===== src/sasc_pkg.sv =====
// Shared types and constants for the two-register stack machine block.
// Used by sasc_core and simple_accumulator_stack_cpu_top; no dependencies.
package sasc_pkg;

  // Item kinds on the input channel
  localparam logic [1:0] FN_LOAD    = 2'd0;
  localparam logic [1:0] FN_STEP    = 2'd1;
  localparam logic [1:0] FN_READ    = 2'd2;
  localparam logic [1:0] FN_RESTART = 2'd3;

  // Instruction opcodes
  localparam logic [7:0] OP_LDC    = 8'd0;
  localparam logic [7:0] OP_ADC    = 8'd1;
  localparam logic [7:0] OP_LDL    = 8'd2;
  localparam logic [7:0] OP_STL    = 8'd3;
  localparam logic [7:0] OP_LDNL   = 8'd4;
  localparam logic [7:0] OP_STNL   = 8'd5;
  localparam logic [7:0] OP_ADD    = 8'd6;
  localparam logic [7:0] OP_SUB    = 8'd7;
  localparam logic [7:0] OP_SHL    = 8'd8;
  localparam logic [7:0] OP_SHR    = 8'd9;
  localparam logic [7:0] OP_ADJ    = 8'd10;
  localparam logic [7:0] OP_A2SP   = 8'd11;
  localparam logic [7:0] OP_SP2A   = 8'd12;
  localparam logic [7:0] OP_CALL   = 8'd13;
  localparam logic [7:0] OP_RETURN = 8'd14;
  localparam logic [7:0] OP_BRZ    = 8'd15;
  localparam logic [7:0] OP_BRLZ   = 8'd16;
  localparam logic [7:0] OP_BR     = 8'd17;
  localparam logic [7:0] OP_HALT   = 8'd18;
  // Data directives: stored as sign-extended operand
  localparam logic [7:0] OP_DATA   = 8'd19;
  localparam logic [7:0] OP_SET    = 8'd20;

  // Result status codes
  localparam logic [2:0] ST_OK      = 3'd0;
  localparam logic [2:0] ST_HALTED  = 3'd1;
  localparam logic [2:0] ST_LOOP    = 3'd2;
  localparam logic [2:0] ST_REJECT  = 3'd3;
  localparam logic [2:0] ST_STOPPED = 3'd4;

  typedef struct packed {
    logic [1:0]  func;
    logic [31:0] object_word;
    logic [13:0] read_address;
  } in_item_t;

  typedef struct packed {
    logic [31:0]        program_counter;
    logic signed [31:0] stack_pointer;
    logic signed [31:0] reg_a;
    logic signed [31:0] reg_b;
    logic signed [31:0] read_data;
    logic [2:0]         status;
    logic [31:0]        executed_count;
  } out_item_t;

  // Upper 24 bits of a word, sign-extended to 32
  function automatic logic [31:0] operand_of(input logic [31:0] w);
    operand_of = {{8{w[31]}}, w[31:8]};
  endfunction

endpackage


===== src/sasc_core.sv =====
// Sequencer for the stack machine: decodes items, fetches and executes over memory.
// Depends on sasc_pkg; drives the port of sasc_mem.
module sasc_core
  import sasc_pkg::*;
#(
  parameter int MEM_DEPTH = 16384
) (
  input  logic                         clk,
  input  logic                         rst_n,
  input  logic                         in_valid,
  output logic                         in_stall,
  input  in_item_t                     in_data,
  output logic                         res_valid,
  input  logic                         res_ready,
  output out_item_t                    res_data,
  output logic                         mem_en,
  output logic                         mem_we,
  output logic [$clog2(MEM_DEPTH)-1:0] mem_addr,
  output logic [31:0]                  mem_wdata,
  input  logic [31:0]                  mem_rdata
);

  localparam int AW = $clog2(MEM_DEPTH);
  localparam logic [31:0] SP_INIT = 32'(MEM_DEPTH - 1);

  typedef enum logic [2:0] {
    S_IDLE, S_FETCH, S_LDWAIT, S_RDWAIT, S_DONE
  } state_t;

  state_t      state_r, state_nxt;
  logic [31:0] a_r, a_nxt;
  logic [31:0] b_r, b_nxt;
  logic [31:0] pc_r, pc_nxt;
  logic [31:0] sp_r, sp_nxt;
  logic [31:0] cnt_r, cnt_nxt;
  logic        halted_r, halted_nxt;
  logic [AW-1:0] lp_r, lp_nxt;
  logic [31:0] rdata_r, rdata_nxt;
  logic [2:0]  status_r, status_nxt;

  // Execute-stage decode of the fetched word
  logic [7:0]  ex_op;
  logic [31:0] ex_opd;
  logic [31:0] ex_pc_tgt;
  logic [31:0] ex_ea;
  logic [31:0] ex_a, ex_b, ex_sp, ex_pc_base, ex_pc_next, ex_wdata;
  logic        ex_rd, ex_wr, ex_halt, ex_loop;
  logic [7:0]  ld_op;
  logic        in_acc;

  assign in_acc = in_valid && !in_stall;
  assign ld_op  = in_data.object_word[7:0];

  always_comb begin
    ex_op     = mem_rdata[7:0];
    ex_opd    = operand_of(mem_rdata);
    ex_pc_tgt = pc_r + ex_opd;
    ex_ea     = ((ex_op == OP_LDNL || ex_op == OP_STNL) ? a_r : sp_r) + ex_opd;
    ex_a       = a_r;
    ex_b       = b_r;
    ex_sp      = sp_r;
    ex_pc_base = pc_r;
    ex_wdata   = a_r;
    ex_rd      = 1'b0;
    ex_wr      = 1'b0;
    ex_halt    = 1'b0;
    unique case (ex_op)
      OP_LDC:  begin ex_b = a_r; ex_a = ex_opd; end
      OP_ADC:  ex_a = a_r + ex_opd;
      OP_LDL:  begin ex_b = a_r; ex_rd = 1'b1; end
      OP_STL:  begin ex_wr = 1'b1; ex_wdata = a_r; ex_a = b_r; end
      OP_LDNL: ex_rd = 1'b1;
      OP_STNL: begin ex_wr = 1'b1; ex_wdata = b_r; end
      OP_ADD:  ex_a = a_r + b_r;
      OP_SUB:  ex_a = b_r - a_r;
      OP_SHL:  ex_a = b_r << a_r[4:0];
      OP_SHR:  ex_a = 32'($signed(b_r) >>> a_r[4:0]);
      OP_ADJ:  ex_sp = sp_r + ex_opd;
      OP_A2SP: begin ex_sp = a_r; ex_a = b_r; end
      OP_SP2A: begin ex_b = a_r; ex_a = sp_r; end
      OP_CALL: begin ex_b = a_r; ex_a = pc_r; ex_pc_base = ex_pc_tgt; end
      OP_RETURN: begin ex_pc_base = a_r; ex_a = b_r; end
      OP_BRZ:  if (a_r == 32'd0) ex_pc_base = ex_pc_tgt;
      OP_BRLZ: if (a_r[31]) ex_pc_base = ex_pc_tgt;
      OP_BR:   ex_pc_base = ex_pc_tgt;
      OP_HALT: ex_halt = 1'b1;
      default: ;  // unknown opcode: no effect, still counted
    endcase
    ex_pc_next = ex_pc_base + 32'd1;
    ex_loop    = !ex_halt && (ex_pc_next == pc_r);
  end

  always_comb begin
    state_nxt  = state_r;
    a_nxt      = a_r;
    b_nxt      = b_r;
    pc_nxt     = pc_r;
    sp_nxt     = sp_r;
    cnt_nxt    = cnt_r;
    halted_nxt = halted_r;
    lp_nxt     = lp_r;
    rdata_nxt  = rdata_r;
    status_nxt = status_r;
    mem_en     = 1'b0;
    mem_we     = 1'b0;
    mem_addr   = pc_r[AW-1:0];
    mem_wdata  = in_data.object_word;
    unique case (state_r)
      S_IDLE: begin
        if (in_valid) begin
          rdata_nxt  = 32'd0;
          status_nxt = ST_OK;
          unique case (in_data.func)
            FN_LOAD: begin
              state_nxt = S_DONE;
              if (ld_op <= OP_SET) begin
                mem_en    = 1'b1;
                mem_we    = 1'b1;
                mem_addr  = lp_r;
                mem_wdata = (ld_op >= OP_DATA) ? operand_of(in_data.object_word)
                                               : in_data.object_word;
                lp_nxt    = lp_r + 1'b1;
              end else begin
                status_nxt = ST_REJECT;
              end
            end
            FN_STEP: begin
              if (halted_r) begin
                status_nxt = ST_STOPPED;
                state_nxt  = S_DONE;
              end else begin
                mem_en    = 1'b1;
                mem_addr  = pc_r[AW-1:0];
                state_nxt = S_FETCH;
              end
            end
            FN_READ: begin
              mem_en    = 1'b1;
              mem_addr  = AW'(in_data.read_address);
              state_nxt = S_RDWAIT;
            end
            FN_RESTART: begin
              a_nxt      = 32'd0;
              b_nxt      = 32'd0;
              pc_nxt     = 32'd0;
              sp_nxt     = SP_INIT;
              cnt_nxt    = 32'd0;
              halted_nxt = 1'b0;
              state_nxt  = S_DONE;
            end
          endcase
        end
      end
      S_FETCH: begin
        a_nxt     = ex_a;
        b_nxt     = ex_b;
        sp_nxt    = ex_sp;
        pc_nxt    = ex_pc_next;
        mem_en    = ex_rd || ex_wr;
        mem_we    = ex_wr;
        mem_addr  = ex_ea[AW-1:0];
        mem_wdata = ex_wdata;
        if (ex_halt) begin
          halted_nxt = 1'b1;
          status_nxt = ST_HALTED;
        end else if (ex_loop) begin
          halted_nxt = 1'b1;
          status_nxt = ST_LOOP;
        end else begin
          cnt_nxt = cnt_r + 32'd1;
        end
        state_nxt = ex_rd ? S_LDWAIT : S_DONE;
      end
      S_LDWAIT: begin
        a_nxt     = mem_rdata;
        state_nxt = S_DONE;
      end
      S_RDWAIT: begin
        rdata_nxt = mem_rdata;
        state_nxt = S_DONE;
      end
      S_DONE: begin
        if (res_ready) state_nxt = S_IDLE;
      end
      default: state_nxt = S_IDLE;
    endcase
  end

  always_ff @(posedge clk) begin
    if (!rst_n) begin
      state_r  <= S_IDLE;
      a_r      <= 32'd0;
      b_r      <= 32'd0;
      pc_r     <= 32'd0;
      sp_r     <= SP_INIT;
      cnt_r    <= 32'd0;
      halted_r <= 1'b0;
      lp_r     <= '0;
      rdata_r  <= 32'd0;
      status_r <= ST_OK;
    end else begin
      state_r  <= state_nxt;
      a_r      <= a_nxt;
      b_r      <= b_nxt;
      pc_r     <= pc_nxt;
      sp_r     <= sp_nxt;
      cnt_r    <= cnt_nxt;
      halted_r <= halted_nxt;
      lp_r     <= lp_nxt;
      rdata_r  <= rdata_nxt;
      status_r <= status_nxt;
    end
  end

  assign in_stall  = (state_r != S_IDLE);
  assign res_valid = (state_r == S_DONE);

  always_comb begin
    res_data.program_counter = pc_r;
    res_data.stack_pointer   = sp_r;
    res_data.reg_a           = a_r;
    res_data.reg_b           = b_r;
    res_data.read_data       = rdata_r;
    res_data.status          = status_r;
    res_data.executed_count  = cnt_r;
  end

  // A stopped machine never reaches execute
  a_no_exec_when_stopped: assert property (@(posedge clk) disable iff (!rst_n)
    state_r == S_FETCH |-> !halted_r)
    else $error("execute entered while machine stopped");

  // Count only steps by one or clears on restart
  a_count_step: assert property (@(posedge clk) disable iff (!rst_n)
    cnt_r != $past(cnt_r) |-> cnt_r == $past(cnt_r) + 32'd1 || cnt_r == 32'd0)
    else $error("executed count moved by other than one");

  // Load pointer moves only after an accepted load
  a_lp_on_load: assert property (@(posedge clk) disable iff (!rst_n)
    lp_r != $past(lp_r) |-> $past(in_acc) && $past(in_data.func) == FN_LOAD)
    else $error("load pointer moved without a load");

endmodule


===== config.mk =====
export PLATFORM = sky130hd
export DESIGN_NAME = sasc_core
export DESIGN_NICKNAME = d
export VERILOG_FILES = /design/src/sasc_pkg.sv /design/src/sasc_core.sv
export SDC_FILE = /design/constraint.sdc
export NUM_CORES = 1
export LEC_CHECK = 0
export BUFFER_PORTS_ARGS = -buffer_cell sky130_fd_sc_hd__buf_2
export CAP_MARGIN = 20
export CORE_MARGIN = 3
export CORE_UTILIZATION = 40
export CTS_CLUSTER_SIZE = 8
export DETAILED_ROUTE_END_ITERATION = 8
export GPL_TIMING_DRIVEN = 0
export RECOVER_POWER = 100
export SYNTH_ARGS = -nofsm -noshare
export SYNTH_HDL_FRONTEND = slang
export SYNTH_SLANG_ARGS = --single-unit

===== constraint.sdc =====
create_clock -name clk -period 14.5 [get_ports clk]
set_clock_uncertainty 0.15 [all_clocks]
set_input_delay 1.45 -clock clk [delete_from_list [all_inputs] [get_ports clk]]
set_output_delay 1.45 -clock clk [all_outputs]
set_load 0.1 [all_outputs]

==> results.toml <==
[sta]
worst_pin_slew_ns = 2.14
fin_crit_sh_pct = 84.9
finalHoldViolCount = 0
slew_headroom_pct = -44.0
tns_ns = 0
period_needed_ns = 12.31
fin_ws_ns = 2.19
rsz0062_at_grt = "no"
final-setup-viol-count = 0
fmax_mhz = 81.2
slew_violations = 8

[power]
p_leak_nw = 10.0
max-vdd-ir-drop_uv = 74.5
power_density_nw_per_um2 = 81.0

[global_route]
grt_pass1_wl_mm = 207
grt_use_total_pct = 44.9
antenna_found_initial = 13
grt-ovfl-total = 0
grt_max_degree = 26
grt_pass1_vias = 28100

[clocking]
post_cts_buffers = 0
clk_pin_slew_ns = 0.05
cts_root_buf = "clkbuf_16"
clockBufferDepth = 3
clk_latency_ns = 0.58
cts_max_level = 2
cts_resized = 0
cts_buffers = 34
clock_sinks = 213
hold_buffers = 0
cts_tree = "done"

[final_layout]
area_growth_pct = 13.8
finalInstanceArea_um2 = 27600
final_nets = 3979
final_cells = 4533
drive_gt1_share_pct = 6.05
final_util_pct = 46.3

[logic_synthesis]
syn_nets = 3607
async_flop_share_pct = 0
synthTopCellsByArea = "dfxtp_1 (18%), ha_1 (7.5%), a21oi_1 (7.1%)"
syn_area_per_cell_um2 = 7.18
synthesis.area_um2 = 24200
synth_commonest_cells = "a21oi_1 (345), nand2_1 (329), nor2_1 (323)"
syn_inst = 3372
ys_seq_area_share_pct = 17.6
yosysMostFrequentCell = "a21oi_1"
synth_edf_count = 0
yosysUniqueCellTypes = 95
synth_seq_cells = 213
synth_top_area_share_pct = 17.6
yosys_warnings = 0
synth_ff_type = "dfxtp_1"
yosys.area.top_type = "dfxtp_1"

[min_path]
worstHoldStart = "halted_r"
hold_path.class = "reg -> reg"
min_path_cells = 2
whs_endpoint = "halted_r"

[floorplanning]
die_area_um2 = 63500
die_h_um = 252
num_io_pins = 329
rows = 89
start_util_pct = 40.7
coreArea_um2 = 59500
die_x_um = 252

[critical_path]
path_class = "reg -> reg"
reg2regPathDepth = 25
r2r_slack_ns = 2.19
timing.rr.end = "cnt_r[10]"
cp_data_arrival_time_ns = 12.66
setup.worst_path.end_class = "flip-flop"
start_kind = "flip-flop"
rr_startpoint = "a_r[0]"
critPathMaxFanout = 11
cp.required_ns = 14.85

[placed_design]
hpwl_mm = 117
port_buffers = 325
dp.cells = 4480
gp_congestion = 1.08
pre_cts_ws_ns = 4.49
place_area_um2 = 26900

[routing]
vias_per_cell = 6.74
drc = 3
wire_per_inst_um = 32.9
dr_total_vias = 30600
first_pass_iters = 9
drt_iter0_drc = 4396
routed_wl_mm = 149
ant_nets = 0

[status]
status = "finished with violations"
violations = "DRC, capacitance limit, slew limit"

[run]
max_cap_viol_count = 1
-- where the power goes --
| group | leakage, nW | internal, mW | switching, mW |
|---|---|---|---|
| Combinational | 7.84 | 0.216 | 0.624 |
| Sequential | 1.72 | 0.594 | 0.0177 |
| Clock | 0.485 | 0.448 | 0.333 |
| Total | 10.0 | 1.26 | 0.975 |
-- cells by family (layout without fill, tap and decap cells) --
| family | count (synthesis) | in the layout | share of synthesized area, % |
|---|---|---|---|
| buf+inv | 326 | 709 | 5.23 |
| other cells | 0 | 5 | 0 |
| fa+ha+maj | 151 | 151 | 7.96 |
| xor+xnor | 201 | 201 | 7.56 |
| flops | 213 | 213 | 17.6 |
| mux | 171 | 171 | 8.15 |
| compound gates | 1181 | 1181 | 31.4 |
| simple gates | 1129 | 1129 | 22.1 |
-- worst max-delay path by stage --
| stage | slack [ns] | from | to |
|---|---|---|---|
| after floorplan | 5.93 | mem_rdata[5] | mem_addr[13] |
| after global placement | 4.18 | a_r[0] | cnt_r[15] |
| after detailed placement | 4.49 | mem_rdata[5] | a_r[31] |
| after CTS | 4.52 | a_r[0] | cnt_r[3] |
| after global routing | 1.88 | a_r[0] | cnt_r[10] |
| final | 2.19 | a_r[0] | cnt_r[10] |
-- metal layers --
layer | up-vias | part of all wire, % | track usage (%)
met5 | - | 0.019 | 0
met3 | 582 | 11 | 10.7
met2 | 2182 | 42 | 67.8
met4 | 4 | 8.8 | 32.6
li1 | 13300 | - | -
met1 | 14500 | 37 | 56.0
-- placed cells by master, fill, tap and decap left out, types with 27 or more instances in the layout --
cell type	count
nand2b_1	45
nand4_1	36
a21oi_1	345
o21ai_0	255
ha_1	146
a21o_1	49
buf_1	27
o22ai_1	40
nor3_1	74
nand3_1	117
mux2i_1	124
xor2_1	66
clkbuf_16	34
a22oi_1	106
inv_1	79
a221oi_1	42
a211oi_1	29
buf_2	87
dfxtp_1	213
mux2_2	29
xnor2_1	130
a31oi_1	39
clkbuf_1	463
nor2_1	323
o211ai_1	28
or3_1	54
nand2_1	330
-- worst max-delay path, cell delays in order (launching register included) --
cell and delay, ns:
dfxtp_1 0.44, clkbuf_1 0.50, clkinv_1 0.28, clkbuf_1 0.58
clkbuf_1 0.85, ha_1 0.37, or4b_1 0.52, nor3_1 1.67
nand4_1 0.60, clkbuf_1 0.41, a311oi_1 0.45, o22ai_1 0.22
nor4b_1 0.98, nand2_1 0.48, or3_1 0.47, clkbuf_1 0.28
mux2i_1 0.23, o2111ai_1 0.11, or4_1 0.61, nor4_1 0.21
nand4_1 0.31, nor2b_1 0.32, o2111ai_4 0.41, clkbuf_1 0.44
o21ai_0 0.17, a21oi_1 0.14
-- area by class of cell --
type	count	area, um2
sequential	213	4260
timing repair buffer	336	1420
clock inverter	7	125
fill	6475	31900
clock buffer	40	873
tap	773	967
antenna	5	12.5
buffer	245	952
inverter	81	304
multi-input combinational	2833	18600
-- through the flow --
step	power, mW	hold slack (ns)
floorplan	1.16	0.289
global placement	1.43	0.306
detailed placement	1.43	0.318
CTS	2.21	0.325
global route	2.28	0.360
finish	2.23	0.336
-- registers in the layout, indices dropped and copies added (netlist names) --
register / count
a_r: 32
b_r: 32
cnt_r: 32
halted_r: 1
lp_r: 14
pc_r: 32
rdata_r: 32
sp_r: 32
state_r: 3
status_r: 3
No activity file was read; power rests on OpenSTA's default activity.
